--- config.mk ---
export PLATFORM = sky130hd
export DESIGN_NAME = counting_min_priority_table_top
export DESIGN_NICKNAME = d
export VERILOG_FILES = /design/src/design/cmpt_pkg.sv /design/src/design/counting_min_priority_table_top.sv
export SDC_FILE = /design/constraint.sdc
export NUM_CORES = 2
export LEC_CHECK = 0
export BUFFER_PORTS_ARGS = -buffer_cell sky130_fd_sc_hd__buf_2
export CAP_MARGIN = 20
export CELL_PAD_IN_SITES_DETAIL_PLACEMENT = 0
export CELL_PAD_IN_SITES_GLOBAL_PLACEMENT = 1
export CORE_UTILIZATION = 35
export CTS_CLUSTER_DIAMETER = 50
export DETAILED_ROUTE_END_ITERATION = 10
export GPL_TIMING_DRIVEN = 0
export PLACE_DENSITY_LB_ADDON = 0.1
export SYNTH_ARGS = -nofsm -noshare
export SYNTH_HDL_FRONTEND = slang
export SYNTH_SLANG_ARGS = --single-unit
--- constraint.sdc ---
create_clock -name clk_i -period 14.83 [get_ports clk_i]
set_input_delay 1.483 -clock clk_i [delete_from_list [all_inputs] [get_ports clk_i]]
set_output_delay 1.483 -clock clk_i [all_outputs]
set_load 0.05 [all_outputs]
--- src/design/cmpt_pkg.sv ---
// Shared types and constants for the counting minimum priority table.
package cmpt_pkg;

  localparam int CAPACITY   = 64;
  localparam int COUNT_BITS = 16;
  localparam int IDX_W      = $clog2(CAPACITY);
  localparam int KEY_W      = 32;
  localparam int OUT_CNT_W  = 16;
  localparam int ENTRY_W    = KEY_W + COUNT_BITS;

  typedef enum logic [1:0] {
    MODE_INSERT  = 2'd0,
    MODE_LOOKUP  = 2'd1,
    MODE_DELETE  = 2'd2,
    MODE_DEL_MIN = 2'd3
  } mode_e;

  typedef enum logic [2:0] {
    ST_NEW       = 3'd0,
    ST_INC       = 3'd1,
    ST_FOUND     = 3'd2,
    ST_NOT_FOUND = 3'd3,
    ST_REMOVED   = 3'd4,
    ST_DEC       = 3'd5,
    ST_EMPTY     = 3'd6,
    ST_FULL      = 3'd7
  } status_e;

  typedef enum logic [1:0] {
    S_IDLE   = 2'd0,
    S_SCAN   = 2'd1,
    S_FINISH = 2'd2
  } state_e;

endpackage

--- src/design/counting_min_priority_table_top.sv ---
// Counting min priority table: one slot scanned per cycle through a registered memory port.
// Per item: each slot is read, the registered read is compared, then the update and result follow.
// Items are accepted only in S_IDLE; the single read port of the slot memory paces the scan.
// The next item is accepted while a finished result still waits in the output register.
// Reset (rst_ni low, async) empties the table (all slot valid bits clear) and drops any result.
module counting_min_priority_table_top
  import cmpt_pkg::*;
(
  input  logic        clk_i,
  input  logic        rst_ni,
  input  logic        s_axis_tvalid_i,
  output logic        s_axis_tready_o,
  input  logic [31:0] s_axis_tdata_i,   // [31:0] key
  input  logic [1:0]  s_axis_tuser_i,   // [1:0] mode
  output logic        m_axis_tvalid_o,
  input  logic        m_axis_tready_i,
  output logic [47:0] m_axis_tdata_o,   // [31:0] key_out, [47:32] count
  output logic [2:0]  m_axis_tuser_o    // [2:0] status
);

  localparam logic [IDX_W:0]        CNT_END  = (IDX_W + 1)'(CAPACITY);
  localparam logic [IDX_W:0]        CNT_STEP = (IDX_W + 1)'(1);
  localparam logic [IDX_W-1:0]      IDX_LAST = IDX_W'(CAPACITY - 1);
  localparam logic [COUNT_BITS-1:0] CNT_MAX  = '1;
  localparam logic [COUNT_BITS-1:0] CNT_ONE  = COUNT_BITS'(1);

  state_e state_q, state_d;
  mode_e  mode_q;
  logic signed [KEY_W-1:0] key_q;

  logic [ENTRY_W-1:0]  mem_q [CAPACITY];
  logic [ENTRY_W-1:0]  rd_q;
  logic                mem_we;
  logic [IDX_W-1:0]    mem_waddr;
  logic [ENTRY_W-1:0]  mem_wdata;

  logic [CAPACITY-1:0] valid_q;
  logic                valid_set, valid_clr;
  logic [IDX_W-1:0]    valid_idx;

  logic [IDX_W:0]      cnt_q;
  logic                issue;
  logic                p_q, p_sv_q;
  logic [IDX_W-1:0]    p_idx_q;

  logic                    hit_q, free_q;
  logic [IDX_W-1:0]        hit_idx_q, free_idx_q;
  logic signed [KEY_W-1:0] hit_key_q;
  logic [COUNT_BITS-1:0]   hit_cnt_q;

  logic signed [KEY_W-1:0] e_key;
  logic [COUNT_BITS-1:0]   e_cnt;
  logic                    take, take_free;

  logic                    out_valid_q;
  status_e                 out_status_q, res_status;
  logic signed [KEY_W-1:0] out_key_q, res_key;
  logic [OUT_CNT_W-1:0]    out_cnt_q;
  logic [COUNT_BITS-1:0]   res_cnt;
  logic [31:0]             res_cnt_ext;
  logic                    accept, fire;

  assign accept = s_axis_tvalid_i && s_axis_tready_o;
  assign issue  = (state_q == S_SCAN) && (cnt_q < CNT_END);

  // compare stage on registered read data
  assign e_key = rd_q[KEY_W-1:0];
  assign e_cnt = rd_q[ENTRY_W-1:KEY_W];
  always_comb begin
    if (mode_q == MODE_DEL_MIN) begin
      take = p_q && p_sv_q && (!hit_q || (e_key < hit_key_q));
    end else begin
      take = p_q && p_sv_q && (e_key == key_q);
    end
    take_free = p_q && !p_sv_q && !free_q;
  end

  // sequencer and result logic
  always_comb begin
    state_d         = state_q;
    s_axis_tready_o = 1'b0;
    fire            = 1'b0;
    mem_we          = 1'b0;
    mem_waddr       = hit_idx_q;
    mem_wdata       = {hit_cnt_q, hit_key_q};
    valid_set       = 1'b0;
    valid_clr       = 1'b0;
    valid_idx       = hit_idx_q;
    res_status      = ST_NOT_FOUND;
    res_key         = key_q;
    res_cnt         = '0;

    unique case (mode_q)
      MODE_INSERT: begin
        if (hit_q) begin
          res_status = ST_INC;
          res_cnt    = (hit_cnt_q == CNT_MAX) ? hit_cnt_q : hit_cnt_q + CNT_ONE;
          mem_wdata  = {res_cnt, key_q};
        end else if (free_q) begin
          res_status = ST_NEW;
          res_cnt    = CNT_ONE;
          mem_waddr  = free_idx_q;
          valid_idx  = free_idx_q;
          mem_wdata  = {CNT_ONE, key_q};
        end else begin
          res_status = ST_FULL;
        end
      end
      MODE_LOOKUP: begin
        if (hit_q) begin
          res_status = ST_FOUND;
          res_cnt    = hit_cnt_q;
        end
      end
      MODE_DELETE, MODE_DEL_MIN: begin
        if (hit_q) begin
          res_key = hit_key_q;
          if (hit_cnt_q <= CNT_ONE) begin
            res_status = ST_REMOVED;
          end else begin
            res_status = ST_DEC;
            res_cnt    = hit_cnt_q - CNT_ONE;
            mem_wdata  = {res_cnt, hit_key_q};
          end
        end else if (mode_q == MODE_DEL_MIN) begin
          res_status = ST_EMPTY;
          res_key    = '0;
        end
      end
      default: ;
    endcase

    unique case (state_q)
      S_IDLE: begin
        s_axis_tready_o = 1'b1;
        if (s_axis_tvalid_i) state_d = S_SCAN;
      end
      S_SCAN: begin
        if (p_q && (p_idx_q == IDX_LAST)) state_d = S_FINISH;
      end
      S_FINISH: begin
        fire = !out_valid_q || m_axis_tready_i;
        if (fire) begin
          state_d = S_IDLE;
          unique case (res_status)
            ST_NEW: begin
              mem_we    = 1'b1;
              valid_set = 1'b1;
            end
            ST_INC, ST_DEC: mem_we = 1'b1;
            ST_REMOVED:     valid_clr = 1'b1;
            default: ;
          endcase
        end
      end
      default: state_d = S_IDLE;
    endcase
  end

  assign res_cnt_ext = 32'(res_cnt);

  always_ff @(posedge clk_i or negedge rst_ni) begin
    if (!rst_ni) begin
      state_q     <= S_IDLE;
      valid_q     <= '0;
      cnt_q       <= '0;
      p_q         <= 1'b0;
      hit_q       <= 1'b0;
      free_q      <= 1'b0;
      out_valid_q <= 1'b0;
    end else begin
      state_q <= state_d;
      p_q     <= issue;
      if (accept) begin
        cnt_q  <= '0;
        hit_q  <= 1'b0;
        free_q <= 1'b0;
      end else begin
        if (issue) cnt_q <= cnt_q + CNT_STEP;
        if (take) hit_q <= 1'b1;
        if (take_free) free_q <= 1'b1;
      end
      if (valid_set) valid_q[valid_idx] <= 1'b1;
      if (valid_clr) valid_q[valid_idx] <= 1'b0;
      if (fire) begin
        out_valid_q <= 1'b1;
      end else if (m_axis_tready_i) begin
        out_valid_q <= 1'b0;
      end
    end
  end

  // payload registers
  always_ff @(posedge clk_i) begin
    if (accept) begin
      mode_q <= mode_e'(s_axis_tuser_i);
      key_q  <= s_axis_tdata_i;
    end
    p_idx_q <= cnt_q[IDX_W-1:0];
    p_sv_q  <= valid_q[cnt_q[IDX_W-1:0]];
    if (take) begin
      hit_idx_q <= p_idx_q;
      hit_key_q <= e_key;
      hit_cnt_q <= e_cnt;
    end
    if (take_free) free_idx_q <= p_idx_q;
    if (fire) begin
      out_status_q <= res_status;
      out_key_q    <= res_key;
      out_cnt_q    <= res_cnt_ext[OUT_CNT_W-1:0];
    end
  end

  // slot memory: one write and one registered read per cycle
  always_ff @(posedge clk_i) begin
    if (mem_we) mem_q[mem_waddr] <= mem_wdata;
    rd_q <= mem_q[cnt_q[IDX_W-1:0]];
  end

  assign m_axis_tvalid_o = out_valid_q;
  assign m_axis_tdata_o  = {out_cnt_q, out_key_q};
  assign m_axis_tuser_o  = out_status_q;

endmodule

=== Word level (Yosys, flattened, before mapping) ===
Memories as Yosys holds them, arrays and structs flattened. A register that Yosys moved wholly into a read port is not among the register bits.
Cells that the tools add are included.

* $lt $le $gt $ge: 6
* Add/subtract/negate cells: 3
* Reductions and logical operators: 25
* Mux-type cells: 57
* Equal/unequal tests: 14
* Bitwise logic cells: 3

{| class="wikitable"
|+ Operators with widths
! operator !! count
|-
| $mux W48 || 4
|-
| $mux W64 || 2
|-
| $mux W32 || 3
|-
| $pmux W48 S2 || 1
|-
| $mux W16 || 5
|-
| $and A64 B64 Y64 || 1
|-
| $not A64 Y64 || 1
|-
| $or A64 B64 Y64 || 1
|-
| $pmux W16 S3 || 1
|-
| $eq A32 B32 Y1 || 1
|-
| $lt A32 B32 Y1 || 1
|-
| $mux W1 || 25
|-
| $mux W6 || 3
|-
| $add A16 B1 Y16 const B || 1
|-
| $eq A16 B16 Y1 const B || 1
|-
| $le A16 B1 Y1 const B || 1
|-
| $sub A16 B1 Y16 const B || 1
|-
| $lt A6 B7 Y1 const B || 2
|-
| $mux W7 || 2
|-
| $mux W3 || 4
|-
| $logic_and A1 B1 Y1 || 9
|-
| $pmux W3 S3 || 1
|-
| $reduce_bool A2 Y1 || 4
|-
| $add A7 B1 Y7 const B || 1
|-
| 20 further kinds || 32
|}

* Memories: 1
* Word-level logic and storage cells: 127
* Output and inout bits: 53
* Bits of input ports: 38
* Bits in writable memories: 3072
* Flip-flop bits (word level): 229

{| class="wikitable"
|+ Memory list
! memory !! words !! width !! read ports !! clocked after Yosys merged registers in !! write ports !! line !! RTL
|-
| mem_q || 64 || 48 || 1 || 1 || 1 || counting_min_priority_table_top.sv:31 || <nowiki>logic [ENTRY_W-1:0] mem_q [CAPACITY];</nowiki>
|}

=== Logic depth before layout (Yosys ltp) ===
* Depth after elaboration: 11
* Depth in mapped cells: 11
* Gate-level depth less buffers: 8

=== Worst setup path after synthesis ===
Ideal clock, no wire load.

* Path kind: register to register
* Start point: register hit_key_q[21]
* End point: register hit_cnt_q[0], enable pin
* Arrival time: 5115 ps
* Setup slack: 9182 ps
* Stages on the path, launching flop included: 9
* Clock period less this slack: 5648 ps
* Required time: 14297 ps
* Path buffers: 0
* Library setup time: 533 ps
* Path through: edfxtp_1 -> inv_1 -> ha_1 -> nand4_1 -> o21a_1 -> a211o_1 -> nand3_1 -> o22ai_1 -> nor3_1

* Word-level cells in the longest chain between the ends: 4

{| class="wikitable"
|+ RTL lines
! element !! line !! RTL
|-
| from (decl) || counting_min_priority_table_top.sv:48 || <nowiki>logic signed [KEY_W-1:0] hit_key_q;</nowiki>
|-
| from (signal assigned) || counting_min_priority_table_top.sv:203 || <nowiki>hit_key_q <= e_key;</nowiki>
|-
| $lt A32 B32 Y1 || counting_min_priority_table_top.sv:71 || <nowiki>take = p_q && p_sv_q && (!hit_q || (e_key < hit_key_q));</nowiki>
|-
| $logic_or A1 B1 Y1 || counting_min_priority_table_top.sv:71 ||
|-
| $logic_and A1 B1 Y1 || counting_min_priority_table_top.sv:71 ||
|-
| $mux W1 || counting_min_priority_table_top.sv:70 || <nowiki>if (mode_q == MODE_DEL_MIN) begin</nowiki>
|-
| via take || counting_min_priority_table_top.sv:53 || <nowiki>logic take, take_free;</nowiki>
|-
| to (signal assigned) || counting_min_priority_table_top.sv:204 || <nowiki>hit_cnt_q <= e_cnt;</nowiki>
|-
| to (decl) || counting_min_priority_table_top.sv:49 || <nowiki>logic [COUNT_BITS-1:0] hit_cnt_q;</nowiki>
|}

The timed path passes the listed nets, and every way through them passes these cells.
A chain may end at the register's enable or synchronous reset.

==> impl_results.html <==
<table>
<tr><th>Metric</th><th>Value</th></tr>
<tr><th colspan="2">Outcome</th></tr>
<tr><td>Outcome</td><td>complete, no violations</td></tr>
<tr><th colspan="2">Logic synthesis</th></tr>
<tr><td>Number of flops mapped to enable cells by yosys</td><td>3217</td></tr>
<tr><td>Compound-gate portion of the synthesized area</td><td>0.0265</td></tr>
<tr><td>Number of register bits inferred by synthesis</td><td>3349</td></tr>
<tr><td>Cell count after synthesis</td><td>5899</td></tr>
<tr><td>Post-synthesis share of cell area spent on and, or, nand and nor gates</td><td>0.0192</td></tr>
<tr><td>Most area-hungry cell type in the Yosys netlist</td><td>sky130_fd_sc_hd__edfxtp_1</td></tr>
<tr><td>Post-synthesis share of cell area spent on xor and xnor gates</td><td>0.00257</td></tr>
<tr><td>Synth Flop Type</td><td>sky130_fd_sc_hd__edfxtp_1</td></tr>
<tr><td>Post-synth top area share</td><td>0.746</td></tr>
<tr><td>Total nets after synthesis</td><td>5973</td></tr>
<tr><td>Top-count cell post-synth</td><td>sky130_fd_sc_hd__edfxtp_1</td></tr>
<tr><td>Post-synth cell types</td><td>63</td></tr>
<tr><td>Most frequent cells after synthesis</td><td>sky130_fd_sc_hd__edfxtp_1 (3217), sky130_fd_sc_hd__mux4_2 (875), sky130_fd_sc_hd__clkbuf_1 (188)</td></tr>
<tr><td>Number of synthesis warnings</td><td>0</td></tr>
<tr><td>Register area share after synthesis</td><td>0.769</td></tr>
<tr><td>Async S/R FF share, synth</td><td>0.0230</td></tr>
<tr><td>Average footprint of a synthesized cell</td><td>22.0 um2</td></tr>
<tr><td>Top area cells in the synthesized netlist</td><td>sky130_fd_sc_hd__edfxtp_1 (75%), sky130_fd_sc_hd__mux4_2 (15%), sky130_fd_sc_hd__dfrtp_1 (1.5%), sky130_fd_sc_hd__dfxtp_1 (0.85%), sky130_fd_sc_hd__mux2i_1 (0.78%)</td></tr>
<tr><td>Post-synthesis instance area</td><td>130000 um2</td></tr>
<tr><td>Proportion of synthesized area in mux cells</td><td>0.167</td></tr>
<tr><td>Adder-cell share of the synthesized area</td><td>0.00348</td></tr>
<tr><td>Dominant combinational cell family by area after synthesis</td><td>multiplexers</td></tr>
<tr><th colspan="2">Clock network</th></tr>
<tr><td>H-Tree Depth</td><td>5</td></tr>
<tr><td>Post-CTS Repair Setup Buffers</td><td>0</td></tr>
<tr><td>Number of sinks driven by the clock tree</td><td>3349</td></tr>
<tr><td>Clock-pin slew reported for the worst setup and hold paths after clock tree synthesis</td><td>0.05 ns</td></tr>
<tr><td>TritonCTS clock tree</td><td>built</td></tr>
<tr><td>Number of buffers inserted during clock tree synthesis</td><td>409</td></tr>
<tr><td>Count of cells resized by post-cts repair</td><td>0</td></tr>
<tr><td>CTS hold repair buffers</td><td>0</td></tr>
<tr><td>Cell at the root of the clock tree</td><td>sky130_fd_sc_hd__clkbuf_16</td></tr>
<tr><td>Bufs on Longest Clock Path</td><td>4</td></tr>
<tr><td>Clk_lat worst skew</td><td>0.98 ns</td></tr>
<tr><th colspan="2">Die</th></tr>
<tr><td>Floorplan core area</td><td>369000 um2</td></tr>
<tr><td>Initial Util</td><td>0.351</td></tr>
<tr><td>Die boundary height</td><td>610 um</td></tr>
<tr><td>Cell row count</td><td>223</td></tr>
<tr><td>Total die area</td><td>372000 um2</td></tr>
<tr><td>Die boundary width</td><td>610 um</td></tr>
<tr><td>Top-Level Pins</td><td>91</td></tr>
<tr><th colspan="2">Global routing</th></tr>
<tr><td>Maximum number of pins on one net before global-route repair</td><td>65</td></tr>
<tr><td>Global-route total usage across every layer</td><td>0.256</td></tr>
<tr><td>Number of global-route vias before repair</td><td>68100</td></tr>
<tr><td>First-pass GRT wire length</td><td>635000 um</td></tr>
<tr><td>Number of antenna violations at the first check in global routing</td><td>42</td></tr>
<tr><td>Total congestion overflow after global routing</td><td>0</td></tr>
<tr><th colspan="2">Detailed routing</th></tr>
<tr><td>Final antenna-violating net count</td><td>0</td></tr>
<tr><td>Routed length per instance</td><td>39.9 um</td></tr>
<tr><td>Routed wire length</td><td>481000 um</td></tr>
<tr><td>Drt via density</td><td>5.67</td></tr>
<tr><td>Vias</td><td>68300</td></tr>
<tr><td>Detailed-routing iteration count for the pre-antenna-repair pass</td><td>5</td></tr>
<tr><td>Count of routing violations after the opening detailed-route iteration</td><td>8524</td></tr>
<tr><td>DR DRC count</td><td>0</td></tr>
<tr><th colspan="2">Timing</th></tr>
<tr><td>Sum of negative setup slack</td><td>0 ns</td></tr>
<tr><td>Final Hold Vio Count</td><td>0</td></tr>
<tr><td>Pins over their slew limit</td><td>0</td></tr>
<tr><td>Final setup fails</td><td>0</td></tr>
<tr><td>Highest clock rate</td><td>0.165 GHz</td></tr>
<tr><td>Crit share post-route</td><td>0.408</td></tr>
<tr><td>RSZ-0062 raised after global routing</td><td>no</td></tr>
<tr><td>Shortest clock period the worst path allows after layout</td><td>6.05 ns</td></tr>
<tr><td>Worst slew margin relative to its limit</td><td>0.179</td></tr>
<tr><td>Transition time at the pin with the least slew margin</td><td>1.22 ns</td></tr>
<tr><td>Final setup skew</td><td>0.0500 ns</td></tr>
<tr><th colspan="2">Setup path</th></tr>
<tr><td>Largest fanout on the critical path</td><td>10</td></tr>
<tr><td>Required time of the critical path</td><td>15.63 ns</td></tr>
<tr><td>Endpoint arrival time on the critical path</td><td>6.85 ns</td></tr>
<tr><td>Reg-to-Reg Start</td><td>cnt_q[1]</td></tr>
<tr><td>Setup slack of the worst register-to-register path</td><td>8.78 ns</td></tr>
<tr><td>Class of the most critical setup path</td><td>reg2reg</td></tr>
<tr><td>Depth of the most critical reg-to-reg path</td><td>10</td></tr>
<tr><td>Startpoint type of the worst setup path</td><td>register</td></tr>
<tr><td>Capture instance of the worst register-to-register path</td><td>rd_q[39]</td></tr>
<tr><td>Type of destination of the critical path</td><td>register</td></tr>
<tr><th colspan="2">Hold path</th></tr>
<tr><td>Min-Delay Path Depth</td><td>0</td></tr>
<tr><td>Worst hold endpoint</td><td>hit_cnt_q[9]</td></tr>
<tr><td>Worst hold start</td><td>rd_q[41]</td></tr>
<tr><td>Hold/Removal Path Class</td><td>reg2reg</td></tr>
<tr><th colspan="2">Placement</th></tr>
<tr><td>Global placer's final weighted congestion</td><td>0.891</td></tr>
<tr><td>Half-perimeter wire length after detailed placement</td><td>346000 um</td></tr>
<tr><td>Number of buffer cells added on primary ports</td><td>90</td></tr>
<tr><th colspan="2">Layout</th></tr>
<tr><td>Share of final-layout standard cells stronger than drive strength 1</td><td>0.322</td></tr>
<tr><td>Number of nets in the layout</td><td>6825</td></tr>
<tr><td>Area growth from synthesis to layout</td><td>22.0%</td></tr>
<tr><th colspan="2">Power and ir drop</th></tr>
<tr><td>Max IR drop VDD</td><td>0.118 mV</td></tr>
<tr><td>Pwr/cell area</td><td>197 nW/um2</td></tr>
<tr><td>Static leakage</td><td>50.2 nW</td></tr>
<tr><td>Total Power</td><td>31.1 mW</td></tr>
<tr><th colspan="2">Run</th></tr>
<tr><td>Total of max-cap violations</td><td>0</td></tr>
</table>
-- power by group --
part	switching, mW	internal, mW	leakage (nW)
clock	4.07	6.08	6.55
combinational	6.26	3.45	13.1
sequential	0.220	11.0	30.5
total	10.6	20.5	50.2
-- per-stage QoR --
stage,hold WS (ns),util,cells,worst slack [ns],cell area [um2]
final,0.400,0.429,12100,8.78,158000
after global routing,0.399,0.428,12000,8.85,158000
after CTS,0.388,0.428,12000,8.79,158000
after detailed placement,0.389,0.391,11300,8.82,144000
after global placement,0.388,0.369,10900,3.53,136000
after floorplan,0.342,-,5899,9.18,130000
-- final cells by class --
type | instances | area (um2)
antenna | 22 | 55.1
clock buffer | 512 | 10800
clock inverter | 231 | 2890
inverter | 38 | 143
tap | 4950 | 6190
timing repair buffer | 441 | 7420
fill | 31900 | 211000
buffer | 328 | 1430
multi-input combinational | 2184 | 29400
sequential | 3349 | 99600
-- per-layer routing --
layer	track usage	part of all wire	wire (um)	vias to the layer above
li1	-	-	-	26700
met1	0.354	0.42	200000	38000
met2	0.409	0.47	225000	2937
met3	0.0390	0.068	32500	713
met4	0.102	0.048	22900	4
met5	0	0.000071	34	-
-- how the worst max path moves through the flow --
| stage | start | end | cells after the start | slack [ns] |
|---|---|---|---|---|
| floorplan | hit_key_q[21] | hit_cnt_q[0] | 8 | 9.18 |
| global placement | mode_q[1] | mem_q[32][30] | 7 | 3.53 |
| detailed placement | cnt_q[1] | rd_q[35] | 11 | 8.82 |
| CTS | cnt_q[1] | rd_q[35] | 11 | 8.79 |
| global route | cnt_q[1] | rd_q[33] | 11 | 8.85 |
| finish | cnt_q[1] | rd_q[39] | 10 | 8.78 |
-- critical path, cell delays in order, from the launching register on --
cell                       delay, ns
sky130_fd_sc_hd__dfrtp_1        0.63
sky130_fd_sc_hd__buf_2          0.32
sky130_fd_sc_hd__clkbuf_1       0.66
sky130_fd_sc_hd__buf_2          0.53
sky130_fd_sc_hd__clkbuf_2       0.68
sky130_fd_sc_hd__clkbuf_1       0.82
sky130_fd_sc_hd__mux4_2         0.43
sky130_fd_sc_hd__mux2i_1        0.48
sky130_fd_sc_hd__a211oi_1       0.25
sky130_fd_sc_hd__a21oi_1        0.78
sky130_fd_sc_hd__o31ai_1        0.23
-- cells in the final DEF, fill, tap and decap left out, drive strengths merged, types with 27 or more instances in the layout --
master | netlist | final
a211oi | 74 | 74
a21oi | 131 | 131
a22oi | 30 | 30
buf | 140 | 577
bufinv | 0 | 51
clkbuf | 188 | 704
clkinv | 0 | 121
clkinvlp | 0 | 38
dfrtp | 77 | 77
dfxtp | 55 | 55
edfxtp | 3217 | 3217
ha | 36 | 36
inv | 38 | 59
mux2 | 83 | 83
mux2i | 101 | 101
mux4 | 875 | 875
nand2 | 176 | 176
nand3 | 27 | 27
nor2 | 140 | 140
nor2b | 70 | 70
o21ai | 126 | 126
o221ai | 27 | 27
o31ai | 38 | 38
xor2 | 35 | 35
-- flip-flops by register name (all words and copies together) (netlist names), 2 cells and up --
register        count
m_axis_tuser_o      3
hit_idx_q           6
out_cnt_q          16
hit_cnt_q          16
free_idx_q          6
out_key_q          32
key_q              32
mem_q            3072
p_idx_q             6
valid_q            64
cnt_q               7
state_q             2
hit_key_q          32
rd_q               48
mode_q              2
-- cells by family (layout without fill, tap and decap cells) --
| family | Yosys count | count (layout) |
|---|---|---|
| other | 0 | 22 |
| xor gates and xnor gates | 38 | 38 |
| AOI/OAI and AO/OA | 529 | 529 |
| muxes | 1059 | 1059 |
| and+or+nand+nor | 522 | 522 |
| adders and majority gates | 36 | 36 |
| DFF | 3349 | 3349 |
| buffers and inverters | 366 | 1550 |
Note: power is estimated with default switching activity, not from simulation.
